### config.mk
export PLATFORM = sky130hd
export DESIGN_NAME = sha1_byte_stream_hasher
export DESIGN_NICKNAME = d
export VERILOG_FILES = /design/src/design/sha1bs_pkg.sv /design/src/design/sha1_byte_stream_hasher.sv
export SDC_FILE = /design/constraint.sdc
export NUM_CORES = 2
export LEC_CHECK = 0
export ABC_AREA = 1
export BUFFER_PORTS_ARGS = -buffer_cell sky130_fd_sc_hd__buf_2
export CAP_MARGIN = 20
export CORE_MARGIN = 4
export CORE_UTILIZATION = 25
export DETAILED_ROUTE_END_ITERATION = 12
export SLEW_MARGIN = 20
export SYNTH_ARGS = -nofsm -noshare
export SYNTH_HDL_FRONTEND = slang
export SYNTH_SLANG_ARGS = --single-unit
### constraint.sdc
create_clock -name aclk -period 37.5 [get_ports aclk]
set_clock_uncertainty 0.1 [all_clocks]
set_input_delay 1.875 -clock aclk [delete_from_list [all_inputs] [get_ports aclk]]
set_output_delay 1.875 -clock aclk [all_outputs]
set_load 0.05 [all_outputs]
### src/design/sha1bs_pkg.sv
// Shared constants for the SHA-1 byte stream hasher: command codes,
// initial chaining words, round constants and round helper functions.
// No dependencies.
package sha1bs_pkg;

    localparam int unsigned NumChain  = 5;
    localparam int unsigned NumRounds = 80;
    localparam int unsigned BlockBytes = 64;

    typedef logic [1:0]  cmd_t;
    typedef logic [31:0] word_t;

    localparam cmd_t CMD_ABSORB  = 2'd0;
    localparam cmd_t CMD_FINISH  = 2'd1;
    localparam cmd_t CMD_RESTART = 2'd2;

    localparam word_t IV0 = 32'h6745_2301;
    localparam word_t IV1 = 32'hEFCD_AB89;
    localparam word_t IV2 = 32'h98BA_DCFE;
    localparam word_t IV3 = 32'h1032_5476;
    localparam word_t IV4 = 32'hC3D2_E1F0;

    localparam word_t K0 = 32'h5A82_7999;
    localparam word_t K1 = 32'h6ED9_EBA1;
    localparam word_t K2 = 32'h8F1B_BCDC;
    localparam word_t K3 = 32'hCA62_C1D6;

    localparam logic [7:0] PAD_MARK = 8'h80;
    localparam logic [5:0] LEN_POS  = 6'd56;

    function automatic word_t rotl(input word_t x, input int unsigned n);
        rotl = (x << n) | (x >> (32 - n));
    endfunction

    // round function and constant by round number
    function automatic word_t round_f(input logic [6:0] rnd, input word_t b,
                                      input word_t c, input word_t d);
        if (rnd < 7'd20)
            round_f = (b & c) | (~b & d);
        else if (rnd < 7'd40 || rnd >= 7'd60)
            round_f = b ^ c ^ d;
        else
            round_f = (b & c) | (b & d) | (c & d);
    endfunction

    function automatic word_t round_k(input logic [6:0] rnd);
        if (rnd < 7'd20)
            round_k = K0;
        else if (rnd < 7'd40)
            round_k = K1;
        else if (rnd < 7'd60)
            round_k = K2;
        else
            round_k = K3;
    endfunction

endpackage

### src/design/sha1_byte_stream_hasher.sv
// SHA-1 digest over a byte stream: byte window, one shared round unit
// under a small sequencer, padding and digest word output.
// Depends on sha1bs_pkg.
//
// channel  dir  tdata            tuser                   tlast
// s_       in   byte_value[7:0]  cmd[1:0]                -
// m_       out  digest_word      word_index[2:0], ok[3]  last_word
//
// Absorb shifts one byte into the window; the 64th byte of a block starts
// 80 rounds on the one round unit, then one fold into the chaining words.
// Finish pads one byte a cycle up to the block end, then rounds and fold per
// block (one or two blocks), then five words, one per accepted m_ word.
// s_tready is high only while the sequencer is idle; m_tvalid stalls hold.
// aresetn (synchronous, active low) and restart give the initial state.
module sha1_byte_stream_hasher (
    input  logic                    aclk,
    input  logic                    aresetn,
    input  logic                    s_tvalid,
    output logic                    s_tready,
    input  logic [7:0]              s_tdata,   // byte_value
    input  sha1bs_pkg::cmd_t        s_tuser,   // cmd
    output logic                    m_tvalid,
    input  logic                    m_tready,
    output sha1bs_pkg::word_t       m_tdata,   // digest_word
    output logic [3:0]              m_tuser,   // word_index[2:0], ok[3]
    output logic                    m_tlast    // last_word
);
    import sha1bs_pkg::*;

    localparam logic [2:0] ST_IDLE  = 3'd0;
    localparam logic [2:0] ST_ROUND = 3'd1;
    localparam logic [2:0] ST_FOLD  = 3'd2;
    localparam logic [2:0] ST_PAD   = 3'd3;
    localparam logic [2:0] ST_OUT   = 3'd4;

    localparam logic [6:0] LAST_ROUND = 7'(NumRounds - 1);
    localparam logic [5:0] LAST_BYTE  = 6'(BlockBytes - 1);
    localparam logic [2:0] LAST_IDX   = 3'(NumChain - 1);

    logic [2:0]   state_reg, state_next;
    logic [6:0]   rnd_reg, rnd_next;
    logic [5:0]   fill_reg, fill_next;
    logic [63:0]  bits_reg, bits_next;
    logic         fin_reg, fin_next;
    logic         fault_reg, fault_next;
    logic         closing_reg, closing_next;
    logic         len_here_reg, len_here_next;
    logic         mark_reg, mark_next;
    logic [2:0]   idx_reg, idx_next;
    logic [511:0] win_reg, win_next;
    word_t        h_reg [NumChain];
    word_t        h_next [NumChain];
    word_t        v_reg [NumChain];
    word_t        v_next [NumChain];

    logic         s_fire, m_fire;
    word_t        w_new, t_sum;
    logic [7:0]   pad_byte;
    logic [63:0]  bits_inc;

    assign s_tready = (state_reg == ST_IDLE);
    assign s_fire   = s_tvalid && s_tready;
    assign m_tvalid = (state_reg == ST_OUT);
    assign m_fire   = m_tvalid && m_tready;

    assign m_tdata  = fault_reg ? '0 : h_reg[idx_reg];
    assign m_tuser  = {~fault_reg, idx_reg};
    assign m_tlast  = (idx_reg == LAST_IDX);

    // schedule: window slot j holds w[t+j], slot 0 in the top bits
    assign w_new = rotl(win_reg[95:64] ^ win_reg[255:224] ^ win_reg[447:416]
                        ^ win_reg[511:480], 1);
    assign t_sum = rotl(v_reg[0], 5) + round_f(rnd_reg, v_reg[1], v_reg[2], v_reg[3])
                   + v_reg[4] + win_reg[511:480] + round_k(rnd_reg);
    assign bits_inc = bits_reg + 64'd8;

    always_comb begin
        if (mark_reg)
            pad_byte = PAD_MARK;
        else if (len_here_reg && fill_reg >= LEN_POS)
            pad_byte = bits_reg[63 - 8 * fill_reg[2:0] -: 8];
        else
            pad_byte = '0;
    end

    always_comb begin
        state_next    = state_reg;
        rnd_next      = rnd_reg;
        fill_next     = fill_reg;
        bits_next     = bits_reg;
        fin_next      = fin_reg;
        fault_next    = fault_reg;
        closing_next  = closing_reg;
        len_here_next = len_here_reg;
        mark_next     = mark_reg;
        idx_next      = idx_reg;
        win_next      = win_reg;
        h_next        = h_reg;
        v_next        = v_reg;

        case (state_reg)
            ST_IDLE: begin
                if (s_fire) begin
                    case (s_tuser)
                        CMD_ABSORB: begin
                            if (fin_reg || fault_reg) begin
                                fault_next = 1'b1;
                            end else begin
                                win_next  = {win_reg[503:0], s_tdata};
                                fill_next = fill_reg + 6'd1;
                                bits_next = bits_inc;
                                if (bits_inc == '0)
                                    fault_next = 1'b1;
                                if (fill_reg == LAST_BYTE) begin
                                    state_next = ST_ROUND;
                                    rnd_next   = '0;
                                    v_next     = h_reg;
                                end
                            end
                        end
                        CMD_FINISH: begin
                            idx_next = '0;
                            if (fin_reg || fault_reg) begin
                                state_next = ST_OUT;
                            end else begin
                                state_next    = ST_PAD;
                                closing_next  = 1'b1;
                                mark_next     = 1'b1;
                                len_here_next = (fill_reg < LEN_POS);
                            end
                        end
                        CMD_RESTART: begin
                            fill_next    = '0;
                            bits_next    = '0;
                            fin_next     = 1'b0;
                            fault_next   = 1'b0;
                            closing_next = 1'b0;
                            h_next       = '{IV0, IV1, IV2, IV3, IV4};
                        end
                        default: ;
                    endcase
                end
            end
            ST_PAD: begin
                win_next  = {win_reg[503:0], pad_byte};
                mark_next = 1'b0;
                fill_next = fill_reg + 6'd1;
                if (fill_reg == LAST_BYTE) begin
                    state_next = ST_ROUND;
                    rnd_next   = '0;
                    v_next     = h_reg;
                end
            end
            ST_ROUND: begin
                win_next = {win_reg[479:0], w_new};
                v_next   = '{t_sum, v_reg[0], rotl(v_reg[1], 30), v_reg[2], v_reg[3]};
                rnd_next = rnd_reg + 7'd1;
                if (rnd_reg == LAST_ROUND)
                    state_next = ST_FOLD;
            end
            ST_FOLD: begin
                for (int i = 0; i < NumChain; i++)
                    h_next[i] = h_reg[i] + v_reg[i];
                if (!closing_reg) begin
                    state_next = ST_IDLE;
                end else if (len_here_reg) begin
                    state_next   = ST_OUT;
                    closing_next = 1'b0;
                    fin_next     = 1'b1;
                end else begin
                    state_next    = ST_PAD;
                    len_here_next = 1'b1;
                end
            end
            ST_OUT: begin
                if (m_fire) begin
                    idx_next = idx_reg + 3'd1;
                    if (idx_reg == LAST_IDX)
                        state_next = ST_IDLE;
                end
            end
            default: state_next = ST_IDLE;
        endcase
    end

    always_ff @(posedge aclk) begin
        if (!aresetn) begin
            state_reg    <= ST_IDLE;
            rnd_reg      <= '0;
            fill_reg     <= '0;
            bits_reg     <= '0;
            fin_reg      <= 1'b0;
            fault_reg    <= 1'b0;
            closing_reg  <= 1'b0;
            len_here_reg <= 1'b0;
            mark_reg     <= 1'b0;
            idx_reg      <= '0;
            h_reg        <= '{IV0, IV1, IV2, IV3, IV4};
        end else begin
            state_reg    <= state_next;
            rnd_reg      <= rnd_next;
            fill_reg     <= fill_next;
            bits_reg     <= bits_next;
            fin_reg      <= fin_next;
            fault_reg    <= fault_next;
            closing_reg  <= closing_next;
            len_here_reg <= len_here_next;
            mark_reg     <= mark_next;
            idx_reg      <= idx_next;
            h_reg        <= h_next;
        end
    end

    always_ff @(posedge aclk) begin
        win_reg <= win_next;
        v_reg   <= v_next;
    end

`ifndef SYNTHESIS
    a_no_overlap: assert property (@(posedge aclk) disable iff (!aresetn)
        !(s_tready && m_tvalid))
        else $error("input ready while digest words pending");

    a_round_range: assert property (@(posedge aclk) disable iff (!aresetn)
        (state_reg == ST_ROUND) |-> (rnd_reg <= LAST_ROUND))
        else $error("round counter out of range");

    a_fault_zero: assert property (@(posedge aclk) disable iff (!aresetn)
        (m_tvalid && !m_tuser[3]) |-> (m_tdata == '0))
        else $error("faulted word not zero");

    a_full_block: assert property (@(posedge aclk) disable iff (!aresetn)
        (s_fire && s_tuser == CMD_ABSORB && !fin_reg && !fault_reg
         && fill_reg == LAST_BYTE) |=> (state_reg == ST_ROUND && rnd_reg == '0))
        else $error("full block did not start compression");

    a_fault_sticky: assert property (@(posedge aclk) disable iff (!aresetn)
        $fell(fault_reg) |-> ($past(!aresetn)
            || $past(s_fire && s_tuser == CMD_RESTART)))
        else $error("fault cleared without restart");
`endif

endmodule
==> metrics.txt <==
PwrDens ~47 nW/um2; Final ANT Viol Nets 0; Post-synth EDFFs about 670; final core occ between 20 and 30%; Area Overhead vs Synth 11.8%; Total GRT Usage between 15 and 20%; Resized Gates After CTS 0; final instance area 63200 um2; drt drc 0; DP Worst Slack around 31 ns; Post-Synthesis Cells about 7.1k; Peak Freq 0.157 GHz; drt wl/cell between 15 and 20 um; Worst EP required about 38 ns; Top Layer Used met5; Detailed Route Iter0 Violations approximately 5.3k; Final Cycle Share around 17%; Area after DPL approximately 60000 um2; Synth Register Bits 917; status finished clean; Placer Congestion 1.02; Pre-Repair DR Iteration Count 6; Port Buffer Count 52; Clock Tree Root clkbuf_16; Post-synth ARST share 0%; CTS H-Tree Depth 3; antenna violations before repair 9; Least-Margin Pin Slew 1.14 ns; CP max stage delay 0.60 ns; cts hold-fix bufs 0; Setup CP Type reg -> reg; crit-path most repeated cell inv_1; Hold Crit Class reg -> reg; total die area around 230000 um2; DIE WIDTH between 400 and 500 um; clock sinks 917; die height between 400 and 500 um; mapped cell area around 57000 um2; share of cells above drive strength 1 roughly 4.7%; critical path's slowest cell inv_1; RSZ-0062 raised after global routing no; Lkg Pwr around 25 nW; Slew Viols, Final 0; final hold vios 0; Final setup viols 0; number of I/O pins 53; most common cell after layout, fill and taps aside nand2_1; Critical Path Start Type flop; setup total negative slack 0 ns; Initial Utilization 25.1%; routed length on met3 around 16000 um; Mapped Nets approximately 7.4k; max_cap viols 0; Ys Warns 0; Max IR drop VDD 0.0354 mV; drt total wl between 150000 and 200000 um; Crit Path Max Fanout 21; Layout Cells excl Fill 10.1k; largest net degree at the start of global routing between 200 and 250; Unique masters post-synth 55; total power between 2 and 3 mW; CP Capture Type flop; max FFs per register about 510; WL met1 88000 um; Via density around 4.9; clock buffer depth 3; commonest non-fill, non-tap cells in the layout 1755 x nand2_1, 1030 x o21ai_0, 835 x inv_1, 672 x edfxtp_1, 537 x a21oi_1; detailed placer's ending HPWL about 150000 um; Core Rows about 170; GRT overflow 0; TritonCTS clock tree built; sequential area share after synthesis between 40 and 50%; via count just under 50k; clock transition at the registers of the reported paths approximately 0.060 ns; Core Area 225000 um2; Num CTS Buffers 105; fin crit period around 6.4 ns; first-pass GRT wire length 297000 um; Setup Buffers After CTS 0; nets approximately 7.3k; mean area per synthesized cell roughly 8 um2; final worst slack roughly 31 ns; cell total after placement 9863; number of global-route vias before repair approximately 47k; Slew HR about a quarter; Hold Worst Slack 0.374 ns; Filler Cells Inserted about 24k; main flop type after synthesis edfxtp_1; WP data arrival about 6.8 ns; clock insertion delay at the later pin of the skew report 0.76 ns; routed wl met2 just under 90000 um
==> synth_stat cells, types with 44 or more instances <==
| cell | number | area share (%) |
|---|---|---|
| nand2_1 | 1757 | 12 |
| clkbuf_1 | 200 | 1.3 |
| inv_1 | 836 | 5.5 |
| dfxtp_1 | 245 | 8.7 |
| buf_2 | 61 | 0.54 |
| xor2_1 | 108 | 1.7 |
| nor3_1 | 55 | 0.49 |
| a21oi_1 | 537 | 4.8 |
| nor2_1 | 467 | 3.1 |
| fa_1 | 125 | 4.4 |
| ha_1 | 198 | 4.4 |
| xnor2_1 | 44 | 0.68 |
| nand3_1 | 282 | 2.5 |
| o21ai_0 | 1030 | 9.1 |
| edfxtp_1 | 672 | 36 |
| nand4_1 | 46 | 0.51 |
==> worst max-delay path: cells and delay by family (launching register included) <==
family / cells / cell delay, ns
AND/OR/NAND/NOR: 8 / 1.48
flip-flops: 1 / 0.39
AO/OA/AOI/OAI: 6 / 1.49
buffers and inverters: 7 / 1.15
adder cells (fa/ha/maj): 4 / 1.45
==> per-layer routing <==
layer / global-route usage (%) / vias up
met5: 0 / -
met4: 6.54 / 8
met3: 3.07 / 384
met2: 25.4 / 1959
met1: 22.6 / 23582
li1: - / 23586
==> area by class of cell <==
class                           instances  area (um2)  share of cell area [%]
Timing Repair Buffer                   99         661                    1.04
Sequential cell                       917       25100                    39.7
Clock buffer                          136        2790                    4.40
Antenna cell                            4        10.0                  0.0158
Clock inverter                         59         569                   0.900
Multi-Input combinational cell       5005       27200                    43.0
Tap cell                             2992        3740                    5.92
Inverter                              851        3210                    5.08
==> report_power, final <==
part / leakage, nW / switching [mW] / internal, mW
Combinational: 15.2 / 0.480 / 0.213
Clock: 1.63 / 0.451 / 0.575
Sequential: 8.16 / 0.0677 / 1.18
==> path summary, 6_finish.rpt <==
check	start	endpoint	slack, ns	depth (start not counted)
worst max-delay path	rnd_reg[2]	v_reg[151]	31.12	25
worst min-delay path	fin_reg	fin_reg	0.37	2
worst max register to register	rnd_reg[2]	v_reg[151]	31.12	25
worst min register to register	fin_reg	fin_reg	0.37	2
==> cell families (layout without fill, tap and decap cells) <==
kind of cell,count (synthesis),count (layout),synth area share [%]
flops,917,917,44.4
compound gates,1835,1835,17.5
fa+ha+maj,323,323,8.80
simple gates,2695,2695,19.3
buf+inv,1134,1145,7.67
xor+xnor,152,152,2.35
other cells,0,4,0
No activity file was read; power rests on OpenSTA's default activity.
